--- config.mk ---
export PLATFORM = sky130hd
export DESIGN_NAME = eqd_cos_cell
export DESIGN_NICKNAME = d
export VERILOG_FILES = /design/src/sv/eqd_pkg.sv /design/src/sv/eqd_cos_cell.sv
export SDC_FILE = /design/constraint.sdc
export NUM_CORES = 2
export LEC_CHECK = 0
export ABC_CLOCK_PERIOD_IN_PS = 5110
export BUFFER_PORTS_ARGS = -buffer_cell sky130_fd_sc_hd__buf_2
export CAP_MARGIN = 25
export CORE_MARGIN = 5
export CORE_UTILIZATION = 60
export CTS_BUF_LIST = sky130_fd_sc_hd__clkbuf_4 sky130_fd_sc_hd__clkbuf_8 sky130_fd_sc_hd__clkbuf_16
export DETAILED_ROUTE_END_ITERATION = 8
export MAX_ROUTING_LAYER = met4
export PLACE_DENSITY = 0.9
export SLEW_MARGIN = 5
export SYNTH_ARGS = -nofsm -noshare
export SYNTH_HDL_FRONTEND = slang
export SYNTH_SLANG_ARGS = --single-unit
--- constraint.sdc ---
create_clock -name clk -period 5.11 [get_ports clk]
set_input_delay 0.7665 -clock clk [delete_from_list [all_inputs] [get_ports clk]]
set_output_delay 0.7665 -clock clk [all_outputs]
set_load 0.02 [all_outputs]
--- src/sv/eqd_pkg.sv ---
// ----------------------------------------------------------------------------
// Equirectangular distance package
// Shared constants, fixed-point widths and the buses between the cells.
// ----------------------------------------------------------------------------
package eqd_pkg;

	localparam int unsigned COS_TERMS_DEF = 6;
	localparam int unsigned SQRT_STEPS    = 32;

	localparam logic [24:0] RAD_K        = 25'd31441057;
	localparam logic [22:0] RADIUS_RESET = 23'd6371000;
	localparam logic [29:0] R100_RESET   = 30'd637100000;
	localparam logic [32:0] DIST_MAX     = 33'd4500000000;
	localparam logic [30:0] ONE_Q30      = 31'h4000_0000;

	localparam int unsigned IN_W   = 128;
	localparam int unsigned OUT_W  = 40;
	localparam int unsigned DIST_W = 33;
	localparam int unsigned CFG_W  = 23;

	typedef struct packed {
		logic               valid;
		logic [31:0]        x2;
		logic [31:0]        term;
		logic signed [35:0] sum;
		logic [30:0]        a;
		logic [30:0]        b;
	} cos_bus_t;

	typedef struct packed {
		logic        valid;
		logic [63:0] rad;
		logic [33:0] rem;
		logic [31:0] root;
	} sqrt_bus_t;

endpackage

--- src/sv/eqd_cos_cell.sv ---
// ----------------------------------------------------------------------------
// Cosine series cell
// Computes one Taylor term from the previous one and adds it to the sum, or subtracts it for odd terms.
// ----------------------------------------------------------------------------
module eqd_cos_cell #(
	parameter int unsigned N = 1
) (
	input  logic              clk,
	input  logic              arst_n,
	input  logic              en,
	input  eqd_pkg::cos_bus_t in_bus,
	output eqd_pkg::cos_bus_t out_bus
);

	localparam int unsigned DIV_I = (2 * N - 1) * (2 * N);
	localparam logic [10:0] DIV   = 11'(DIV_I);
	localparam logic [32:0] RECIP = 33'((64'd1 << 33) / DIV_I);
	localparam logic        ODD   = 1'(N % 2);

	logic vld_s1, vld_s2, vld_s3, vld_s4;
	eqd_pkg::cos_bus_t bus_s1, bus_s2, bus_s3, bus_s4;
	logic [63:0] p_s1;
	logic [32:0] v_s2, v_s3;
	logic [65:0] pm_s2;
	logic [32:0] q0_s3;
	logic [43:0] qd_s3;

	logic [32:0] rem;
	logic [32:0] q;
	logic signed [35:0] sum_n;
	eqd_pkg::cos_bus_t bus_n;

	always_comb begin
		rem = v_s3 - qd_s3[32:0];
		q = (rem >= {22'b0, DIV}) ? q0_s3 + 33'd1 : q0_s3;
		if (ODD) begin
			sum_n = bus_s3.sum - $signed({4'b0, q[31:0]});
		end else begin
			sum_n = bus_s3.sum + $signed({4'b0, q[31:0]});
		end
		bus_n      = bus_s3;
		bus_n.term = q[31:0];
		bus_n.sum  = sum_n;
	end

	always_ff @(posedge clk or negedge arst_n) begin
		if (!arst_n) begin
			vld_s1 <= 1'b0;
			vld_s2 <= 1'b0;
			vld_s3 <= 1'b0;
			vld_s4 <= 1'b0;
		end else if (en) begin
			vld_s1 <= in_bus.valid;
			vld_s2 <= vld_s1;
			vld_s3 <= vld_s2;
			vld_s4 <= vld_s3;
		end
	end

	always_ff @(posedge clk) begin
		if (en) begin
			bus_s1 <= in_bus;
			p_s1   <= 64'(in_bus.term) * 64'(in_bus.x2);
			bus_s2 <= bus_s1;
			v_s2   <= p_s1[62:30];
			pm_s2  <= 66'(p_s1[62:30]) * 66'(RECIP);
			bus_s3 <= bus_s2;
			v_s3   <= v_s2;
			q0_s3  <= pm_s2[65:33];
			qd_s3  <= 44'(pm_s2[65:33]) * 44'(DIV);
			bus_s4 <= bus_n;
		end
	end

	always_comb begin
		out_bus = bus_s4;
		out_bus.valid = vld_s4;
	end

endmodule

==> impl_metrics.csv <==
group,metric,value,unit
timing,holdWs,0.312,ns
drt,antenna_left,0,
synth,ys_seq_area_share,36.5,%
global_route,grt_max_degree,153,
timing,fmax,139,MHz
global_route,busiest_layer,"met2",
global_route,grt_pass1_wl,226000,um
synth,synthesis.instances,4473,
floorplan,coreArea,88500,sq um
drt,num_vias,37000,
timing,slew_headroom,42.9,%
clocking,clkSlewWorstSetupHoldPaths,0.07,ns
critical_path,critPathCaptureType,"register",
global_route,use_met3,7.86,%
floorplan,ioPinCount,329,
global_route,overflow,0,
clocking,htree_num_levels,3,
placed_design,place_hpwl,109000,um
clocking,numCtsBuffers,67,
timing,worst_slack,-2.07,ns
drt,firstDrtPassIters,8,
timing,rsz0062_at_grt,"yes",
final_layout,drive_above_1_share,23.8,%
placed_design,place_ws,-3.09,ns
drt,avgRoutedWirePerCell,23.6,um
synth,synth_cell_types,56,
timing,setup_violations,32,
critical_path,worstPathRequired,5.50,ns
clocking,clock_path_buffers,3,
worst_hold_path,worstHoldPathType,"primary input to register",
clocking,clock_latency,0.65,ns
synth,ys_ff_latch,652,
timing,timing_hold_violations_final,0,
synth,mappedNetlistArea,53600,sq um
timing,fin_skew,0.0521,ns
global_route,antenna_found_initial,13,
clocking,cts_root_buf,"clkbuf_16",
clocking,cts_tree,"yes",
floorplan,die_x,309,um
job,drv_cap,0,
critical_path,critPathKind,"primary input to register",
drt,drcViolationCount,0,
clocking,cts_sinks,652,
final_layout,area_growth,21.2,%
global_route,grt_usage,31.9,%
global_route,use_met2,50.4,%
timing,period_share,141,%
synth,synth_enable_flop_cells,648,
timing,min_period,7.18,ns
floorplan,dieArea,95400,sq um
final_layout,fin_nets,6505,
placed_design,gp_congestion,1.00,
synth,synth_ff_type,"edfxtp_1",
run_status,violations,"negative setup slack",
critical_path,path_max_fanout,8,
drt,routed_wl,151000,um
timing,tightest_slew,0.857,ns
floorplan,die_h,309,um
floorplan,start_util,60.6,%
synth,synthArstFlopShare,0.613,%
critical_path,r2r_slack,1.26,ns
floorplan,rows,109,
synth,ys_warn_count,0,
timing,finalMaxSlewViolations,0,
synth,synth_area_per_cell,12.0,sq um
placed_design,portBuffers,328,
drt,avgViaCountPerCell,5.80,
critical_path,cp.arrival,7.57,ns
critical_path,startpoint_type,"primary input",
synth,syn_nets,5820,
global_route,grt_use_met1,39.2,%
drt,drtIter0Drc,4023,
global_route,grt_pass1_vias,40000,
run_status,outcome,"finished, violations left",
logic make-up after synthesis:
family | synth area share (%)
AOI/OAI and AO/OA | 2.93
and+or+nand+nor | 11.6
muxes | 0.105
adders and majority gates | 40.1
xor gates and xnor gates | 1.06
buffers and inverters | 7.76
DFF | 36.5
Yosys cell counts (7+ instances only):
cell type,number,area [sq um]
o211ai_1,10,75.1
inv_1,899,3370
nand4_1,11,68.8
fa_1,895,17900
nor3_1,15,75.1
a211oi_1,12,90.1
nand3_1,23,115
xnor2_1,39,342
o21bai_1,10,75.1
nor2_1,51,191
and3_1,9,56.3
ha_1,286,3580
edfxtp_1,648,19500
clkbuf_1,204,766
a21o_1,28,210
a31oi_1,7,43.8
and2_1,590,3690
o21ai_1,13,65.1
nand2_1,497,1870
a21oi_1,74,370
o21a_1,10,75.1
xor2_1,26,228
o21ai_0,47,235
flip-flops by register name, indices dropped and copies added, names as in the netlist:
signal and cells:
vld_s1 1, v_s3 32, bus_s3 36, bus_n 94, p_s1 32, bus_s1 130, vld_s2 1, out_bus 162
vld_s3 1, vld_s4 1, bus_s2 130, v_s2 32
what timing repair did:
item | in CTS | in global routing
endpoints found under the setup margin | 32 | 32
hold endpoints to repair | 4 | 0
gates cloned | 10 | 4
buffers inserted | 62 | 23
gates resized for setup | 417 | 117
hold buffers | 1 | 0
pin swaps | 159 | 59
per-layer routing:
metal / part of all wire [%] / up-vias
met5: 0 / -
met4: 6.9 / 0
met3: 12 / 804
met2: 47 / 2820
met1: 35 / 18200
li1: - / 15200
metrics by stage:
step	util, %	instances	cell area [sq um]	setup TNS [ns]
after global placement	67.5	6159	59800	-82.46
after detailed placement	67.5	6159	59800	-86.08
final	73.4	6386	65000	-59.73
after floorplan	-	4473	54100	-58.65
after CTS	72.6	6349	64300	-54.87
after global routing	73.4	6384	65000	-63.37
worst paths after layout:
check | start | to | depth (start not counted)
setup / recovery | in_bus[146] | p_s1[61] | 24
hold reg to reg | bus_s2[69] | bus_s3[69] | 0
min in group asynchronous | arst_n | vld_s2 | 2
hold / removal | in_bus[70] | bus_s1[70] | 1
setup reg to reg | v_s3[2] | out_bus[87] | 11
max in group asynchronous | arst_n | vld_s4 | 2
cell usage in the layout, fill, tap and decap left out, types with 8 or more instances in the layout:
cell type,instances
o21ai_1,14
buf_8,22
clkbuf_16,71
fa_1,825
edfxtp_1,648
buf_4,388
a21oi_2,15
o21ai_2,13
nand4_1,11
clkbuf_4,12
xor2_1,21
ha_1,260
buf_2,269
inv_2,42
o21ai_0,29
o211ai_1,10
o21a_1,10
xnor2_1,34
fa_2,70
buf_12,70
ha_4,23
nor2_1,41
diode_2,13
buf_6,57
nand2_4,8
nand3_1,22
a21o_1,28
and2_1,536
nand2_2,8
nand2_1,481
clkinv_1,12
and2_4,54
o21bai_1,8
inv_1,857
a21oi_1,53
critical path: stages:
cell and delay, ns:
buf_12 0.12, buf_8 0.14, bufbuf_16 0.26, and2_1 0.15, fa_1 0.50, fa_1 0.55, inv_1 0.07, fa_1 0.50
fa_2 0.39, fa_2 0.66, inv_1 0.12, fa_1 0.50, fa_1 0.42, ha_1 0.21, ha_2 0.21, a211oi_4 0.22
o21ai_1 0.08, a221o_1 0.38, a221o_1 0.40, a31oi_4 0.19, a21oi_2 0.09, or3_4 0.39, a21oi_2 0.15, xnor2_1 0.08
layout make-up:
| class | instances | area, sq um |
|---|---|---|
| Clock inverter | 40 | 459 |
| Inverter | 899 | 3370 |
| Sequential cell | 652 | 19600 |
| Fill cell | 4945 | 23500 |
| Antenna cell | 13 | 32.5 |
| Clock buffer | 79 | 1770 |
| Timing Repair Buffer | 822 | 7080 |
| Multi-Input combinational cell | 2716 | 31300 |
| Tap cell | 1165 | 1460 |
Power is left out: the tool's default activity adds up to more than one toggle a clock period on the data nets, which glitch-free logic cannot reach.
