File: config.mk
export PLATFORM = sky130hd
export DESIGN_NAME = eqd_sqrt_cell
export DESIGN_NICKNAME = d
export VERILOG_FILES = /design/src/sv/eqd_pkg.sv /design/src/sv/eqd_sqrt_cell.sv
export SDC_FILE = /design/constraint.sdc
export NUM_CORES = 1
export LEC_CHECK = 0
export ABC_AREA = 1
export BUFFER_PORTS_ARGS = -buffer_cell sky130_fd_sc_hd__buf_2
export CORE_AREA = 2 2 117 119
export DETAILED_ROUTE_END_ITERATION = 7
export DIE_AREA = 0 0 119 121
export PLACE_DENSITY = 0.94
export SKIP_CTS_REPAIR_TIMING = 1
export SLEW_MARGIN = 20
export SYNTH_ARGS = -nofsm -noshare
export SYNTH_HDL_FRONTEND = slang
export SYNTH_SLANG_ARGS = --single-unit
File: constraint.sdc
create_clock -name clk -period 1.5 [get_ports clk]
set_clock_uncertainty 0.05 [all_clocks]
set_input_delay 0.15 -clock clk [delete_from_list [all_inputs] [get_ports clk]]
set_output_delay 0.15 -clock clk [all_outputs]
set_load 0.1 [all_outputs]
File: src/sv/eqd_pkg.sv
// ----------------------------------------------------------------------------
// Equirectangular distance package
// Shared constants, fixed-point widths and the buses between the cells.
// ----------------------------------------------------------------------------
package eqd_pkg;

	localparam int unsigned COS_TERMS_DEF = 6;
	localparam int unsigned SQRT_STEPS    = 32;

	localparam logic [24:0] RAD_K        = 25'd31441057;
	localparam logic [22:0] RADIUS_RESET = 23'd6371000;
	localparam logic [29:0] R100_RESET   = 30'd637100000;
	localparam logic [32:0] DIST_MAX     = 33'd4500000000;
	localparam logic [30:0] ONE_Q30      = 31'h4000_0000;

	localparam int unsigned IN_W   = 128;
	localparam int unsigned OUT_W  = 40;
	localparam int unsigned DIST_W = 33;
	localparam int unsigned CFG_W  = 23;

	typedef struct packed {
		logic               valid;
		logic [31:0]        x2;
		logic [31:0]        term;
		logic signed [35:0] sum;
		logic [30:0]        a;
		logic [30:0]        b;
	} cos_bus_t;

	typedef struct packed {
		logic        valid;
		logic [63:0] rad;
		logic [33:0] rem;
		logic [31:0] root;
	} sqrt_bus_t;

endpackage

File: src/sv/eqd_sqrt_cell.sv
// ----------------------------------------------------------------------------
// Square root cell
// Resolves one bit of the integer square root per cell.
// ----------------------------------------------------------------------------
module eqd_sqrt_cell (
	input  logic               clk,
	input  logic               arst_n,
	input  logic               en,
	input  eqd_pkg::sqrt_bus_t in_bus,
	output eqd_pkg::sqrt_bus_t out_bus
);

	logic        vld_q;
	logic [63:0] rad_q;
	logic [33:0] rem_q;
	logic [31:0] root_q;

	logic [35:0] rem_n;
	logic [33:0] trial;
	logic        ge;

	always_comb begin
		rem_n = {in_bus.rem, in_bus.rad[63:62]};
		trial = {in_bus.root, 2'b01};
		ge = rem_n >= {2'b0, trial};
	end

	always_ff @(posedge clk or negedge arst_n) begin
		if (!arst_n) begin
			vld_q <= 1'b0;
		end else if (en) begin
			vld_q <= in_bus.valid;
		end
	end

	always_ff @(posedge clk) begin
		if (en) begin
			rad_q  <= {in_bus.rad[61:0], 2'b00};
			rem_q  <= ge ? 34'(rem_n - {2'b0, trial}) : rem_n[33:0];
			root_q <= {in_bus.root[30:0], ge};
		end
	end

	always_comb begin
		out_bus.valid = vld_q;
		out_bus.rad   = rad_q;
		out_bus.rem   = rem_q;
		out_bus.root  = root_q;
	end

endmodule

==> tab_implementation.tex, run 1 <==
\begin{tabular}{lr}
\hline
Metric & Value \\
\hline
\multicolumn{2}{l}{\textbf{Clock tree}} \\
\quad Clock buffers created by TritonCTS & 17 \\
\quad Count of H-tree levels built during CTS & 4 \\
\quad Number of sinks on the clock net & 129 \\
\quad Clk buf depth & 2 \\
\quad Root buffer cell & clkbuf\_16 \\
\multicolumn{2}{l}{\textbf{Outcome}} \\
\quad First Error & [ERROR GRT-0232] Routing congestion too high. Check the congestion heatmap in the GUI. \\
\quad Stop stage & global routing (5\_1\_grt) \\
\quad Run status & aborted with a tool error \\
\multicolumn{2}{l}{\textbf{Floorplanning}} \\
\quad Row count & 42 \\
\quad Effective utilization at floorplan & between 50\% and 60\% \\
\quad Die boundary height & roughly 120 um \\
\quad Number of top-level design ports & 265 \\
\quad Width of the die & 119 um \\
\multicolumn{2}{l}{\textbf{Synthesis}} \\
\quad Post-synthesis cell count & between 700 and 800 \\
\quad Fraction of synthesized cell area taken by the top area cell type & 55.4\% \\
\quad Total standard cell area after synthesis & between 6000 and 7000 um2 \\
\quad Count of cell types in the netlist & 27 \\
\quad Cells taking the most area after synthesis & edfxtp\_1 (55\%), nand2\_1 (16\%), inv\_1 (7.5\%) \\
\quad Sequential cell area fraction in the yosys report & 55.7\% \\
\quad Cell taking the most area after synthesis & edfxtp\_1 \\
\quad Synth Warn \# & 0 \\
\quad Synthesized area divided by synthesized cell count & around 8.9 um2 \\
\quad Post-synthesis register bit count & roughly 130 \\
\multicolumn{2}{l}{\textbf{STA}} \\
\quad Worst-path endpoint category & register input \\
\quad Last worst endpoint in the global-route repair\_timing & rem\_q[19]\$\_DFFE\_PP\_/D \\
\multicolumn{2}{l}{\textbf{Placement}} \\
\quad Final weighted congestion of routability-driven global placement & 0.921 \\
\quad Port-buffer cells & approximately 260 \\
\quad Half-perimeter wire length of the detailed placement result & roughly 18 mm \\
\quad Cell area after placement & between 9000 and 10000 um2 \\
\multicolumn{2}{l}{\textbf{GRT}} \\
\quad Maximum number of pins on one net before global-route repair & 34 \\
\quad Residual overflow from global routing & 1 \\
\quad Total global-route track usage & around two thirds \\
\hline
\end{tabular}
-- cells by family after synthesis --
group | share of synthesized area [%]
and+or+nand+nor | 23.7
adders and majority gates | 6.13
buffers and inverters | 8.74
muxes | 0.162
other | 0.0540
AOI/OAI and AO/OA | 3.19
DFF | 55.7
xor gates and xnor gates | 2.27
-- routing by layer --
metal	GRT overflow	track usage (%)
met1	0	66.6
met2	0	84.3
met3	0	45.9
met4	1	60.5
met5	0	14.0
-- metrics by stage --
stage / setup WS, ps / hold WS (ps) / cells
after floorplan: -238 / -196 / 779
after global placement: -521 / -123 / 1313
after detailed placement: -590 / -122 / 1313
after CTS: -276 / -569 / 1344
-- cells in the mapped netlist --
master and instances:
xnor2_1 3, and2_1 3, ha_1 34, nor2_1 49, nand2_4 1, conb_1 1, nand2_2 2, buf_4 6
nor3_1 3, o21ai_0 13, buf_6 3, edfxtp_1 128, o21bai_1 3, inv_1 139, dfrtp_1 1, mux2_2 1
a21oi_1 25, nand3_2 1, inv_4 1, xor2_1 15, nand2_1 288, a21oi_2 1, nor2_2 8, nand3_1 38
nand4_1 6, or2_2 1, nand3b_1 4
==> run 2: changes to the inputs <==
--- a/config.mk
+++ b/config.mk
@@ -7,10 +7,10 @@
 export LEC_CHECK = 0
 export ABC_AREA = 1
 export BUFFER_PORTS_ARGS = -buffer_cell sky130_fd_sc_hd__buf_2
-export CORE_AREA = 2 2 117 119
+export CORE_AREA = 2 2 135 137
 export DETAILED_ROUTE_END_ITERATION = 7
-export DIE_AREA = 0 0 119 121
-export PLACE_DENSITY = 0.94
+export DIE_AREA = 0 0 137 139
+export PLACE_DENSITY_LB_ADDON = 0.15
 export SKIP_CTS_REPAIR_TIMING = 1
 export SLEW_MARGIN = 20
 export SYNTH_ARGS = -nofsm -noshare
==> run 2 against run 1 <==
The flow now finishes, with violations (negative hold slack, negative setup slack). Synthesized cell count did not move. Area after synthesis did not move.
==> tab_implementation.tex, run 2 <==
\begin{tabular}{lr}
\hline
Metric & Value \\
\hline
\multicolumn{2}{l}{\textbf{Pwr}} \\
\quad Max IR drop VDD & $\sim$0.90 mV \\
\quad Total leakage power & about 5.8 nW \\
\quad Power density of the placed cells & 1160 nW/um2 \\
\multicolumn{2}{l}{\textbf{Synthesis}} \\
\quad Post-synthesis cell count & roughly 780 \\
\quad Cell taking the most area after synthesis & edfxtp\_1 \\
\quad Sequential cell area fraction in the yosys report & between 50\% and 60\% \\
\quad Post-synthesis register bit count & 129 \\
\quad Top\_reg\_cell synth & edfxtp\_1 \\
\quad Most numerous cell in the Yosys netlist & nand2\_1 \\
\quad Count of cell types in the netlist & 27 \\
\quad Total standard cell area after synthesis & approximately 6900 um2 \\
\quad Synth Warn \# & 0 \\
\quad Share of async-settable or async-resettable flops after synthesis & 0.775\% \\
\quad Fraction of synthesized cell area taken by the top area cell type & 55.4\% \\
\quad Most frequent cells after synthesis & nand2\_1 (288), inv\_1 (139), edfxtp\_1 (128) \\
\quad Synthesized area divided by synthesized cell count & about 9 um2 \\
\quad Post-synth EDFFs & between 100 and 150 \\
\quad Cells taking the most area after synthesis & edfxtp\_1 (55\%), nand2\_1 (16\%), inv\_1 (7.5\%) \\
\multicolumn{2}{l}{\textbf{STA}} \\
\quad Min Hold Slack & -10.3 ps \\
\quad Worst rel slew slack & 64.5\% \\
\quad Max Clk Rate & 614 MHz \\
\quad Worst Slack Setup Final & -130 ps \\
\quad Actual slew at the worst max-slew pin & approximately 540 ps \\
\quad Final critical delay including setup and external delays & 1630 ps \\
\quad Setup repair after global routing missed its margin & yes \\
\quad Pins over their slew limit & 0 \\
\quad Count of endpoints failing hold in the final timing report & 12 \\
\quad \# setup viols final & 33 \\
\quad Post-Route Setup TNS & -3280 ps \\
\quad Final period util & 109\% \\
\multicolumn{2}{l}{\textbf{GRT}} \\
\quad Residual overflow from global routing & 0 \\
\quad Vias in the first global route & slightly above 6000 \\
\quad Maximum number of pins on one net before global-route repair & 50 \\
\quad Total global-route track usage & between 20\% and 30\% \\
\quad Initial antenna violation count & 1 \\
\quad Global-route wire length before repair & between 30 and 40 mm \\
\multicolumn{2}{l}{\textbf{Min path}} \\
\quad Classification of the worst-slack hold path & primary input to flop \\
\quad Hold Crit Depth & 3 \\
\multicolumn{2}{l}{\textbf{Detailed routing}} \\
\quad Number of DRC violations after detailed routing & 0 \\
\quad Antenna viol nets, final & 0 \\
\quad Aggregate routed wire length & roughly 23 mm \\
\quad Drt pass-1 iters & 5 \\
\quad Drt first-iter violations & roughly 350 \\
\quad Total via count after detailed routing & between 6000 and 7000 \\
\quad Per-cell routed wire length & around 15 um \\
\quad Via density per instance & roughly 4.5 \\
\multicolumn{2}{l}{\textbf{Setup path}} \\
\quad Reg2reg path depth & 1 \\
\quad Data required time at the worst endpoint & 1620 ps \\
\quad Arrival time worst endpoint & 1750 ps \\
\quad Setup crit end kind & flop \\
\quad Category of the worst setup path launch point & primary input \\
\quad Critical path fanouts, max & 8 \\
\quad Category of the most critical setup path & primary input to flop \\
\quad Reg2reg setup slack & just over 700 ps \\
\multicolumn{2}{l}{\textbf{Placement}} \\
\quad Port-buffer cells & around 260 \\
\quad Placed cell count & 1358 \\
\quad Half-perimeter wire length of the detailed placement result & 16.5 mm \\
\quad Final weighted congestion of routability-driven global placement & approximately 0.92 \\
\multicolumn{2}{l}{\textbf{Floorplanning}} \\
\quad Number of top-level design ports & approximately 270 \\
\quad Core area & around 18000 um2 \\
\quad Width of the die & between 100 and 150 um \\
\quad Row count & 49 \\
\quad Effective utilization at floorplan & between 30\% and 40\% \\
\quad Area enclosed by the die boundary & 19000 um2 \\
\quad Die boundary height & between 100 and 150 um \\
\multicolumn{2}{l}{\textbf{Clock tree}} \\
\quad Clk buf depth & 2 \\
\quad Latest clock arrival within the worst-skew pair & $\sim$410 ps \\
\quad Clock tree from TritonCTS & done \\
\quad Root buffer cell & clkbuf\_16 \\
\quad Clock buffers created by TritonCTS & 17 \\
\quad Number of sinks on the clock net & between 100 and 150 \\
\quad Count of H-tree levels built during CTS & 4 \\
\quad Clock transition at the register clock pins on the worst setup and hold paths after CTS & 60 ps \\
\multicolumn{2}{l}{\textbf{Outcome}} \\
\quad Run status & complete, but fails checks \\
\quad Violations in the final reports & negative hold slack, negative setup slack \\
\multicolumn{2}{l}{\textbf{Final layout}} \\
\quad Post-layout nets & 1434 \\
\quad Count of placed standard cells in the final layout, fillers left out & between 1500 and 2000 \\
\quad Post-synthesis to final-layout area growth & 73.2\% \\
\quad Largest register FFs & a little over 60 \\
\quad Antenna diode instance count & 0 \\
\quad Leading cell types in the layout, fill and taps excluded & nand2\_1 (244), buf\_2 (235), edfxtp\_1 (128), inv\_1 (107), dlygate4sd3\_1 (106) \\
\quad Layout Utilization & between 60\% and 70\% \\
\quad Register bank with the most flops & rad\_q \\
\quad Registers with the most flip-flops & rad\_q (62), rem\_q (34), root\_q (32) \\
\quad Commonest non-fill, non-tap cell in the layout & nand2\_1 \\
\quad Share of cells above drive strength 1 & a little over two fifths \\
\multicolumn{2}{l}{\textbf{Run}} \\
\quad Max-cap violations & 0 \\
\hline
\end{tabular}
-- run 2: cell counts after synthesis --
No cell type changed its count.
-- run 2: report_power, final --
part           total, mW  switching, mW  leakage [nW]  internal, mW
sequential          4.50          0.103          1.26          4.40
combinational       5.47           3.96          4.27          1.51
clock               3.98           1.65         0.263          2.33
-- run 2: metrics by stage --
step / cell area [um2] / total power, mW / worst slack (ps)
after floorplan: 7480 / 8.31 / -238
after global placement: 9810 / 9.53 / -615
after detailed placement: 9810 / 9.56 / -625
after CTS: 10400 / 13.6 / -183
after global routing: 12000 / 14.5 / -175
final: 12000 / 14.0 / -130
-- run 2: area by class of cell --
class / count / area, um2
flip-flops and latches: 129 / 3870
inverters: 140 / 561
fillers: 1417 / 5630
repair buffers: 477 / 3530
well taps: 229 / 287
clock buffers: 20 / 447
multi-input cells: 501 / 3220
clock inverters: 12 / 110
-- run 2: per-layer routing --
metal	GRT usage, %	part of all wire [%]
met5	0	0.056
met4	6.73	2.2
met3	5.01	6.0
met2	36.4	50
met1	26.5	41
-- run 2: critical path: stages --
cell	delay (ps)
buf_4	130
ha_4	280
nand2_4	70
nor2_4	160
nand2_2	100
nor2_4	110
nand2_2	60
a21oi_2	160
nor2_4	60
nand2_8	130
inv_8	70
clkbuf_16	160
nand2_1	60
nand2_1	40
-- run 2: cell families (layout without fill, tap and decap cells) --
kind of cell	count (synthesis)	after routing	share of synthesized area (%)
buffers and inverters	149	649	8.74
and+or+nand+nor	404	404	23.7
muxes	1	1	0.162
DFF	129	129	55.7
xor gates and xnor gates	18	18	2.27
AOI/OAI and AO/OA	42	42	3.19
other	1	2	0.0540
adders and majority gates	34	34	6.13
-- run 2: worst paths after layout --
kind                                  from        end
worst max-delay path            in_bus[48]  rem_q[12]
worst min-delay path            in_bus[59]  rem_q[29]
worst max register to register       vld_q      vld_q
worst min register to register       vld_q      vld_q
max in group asynchronous           arst_n      vld_q
min in group asynchronous           arst_n      vld_q
No activity file was read; power rests on OpenSTA's default activity.
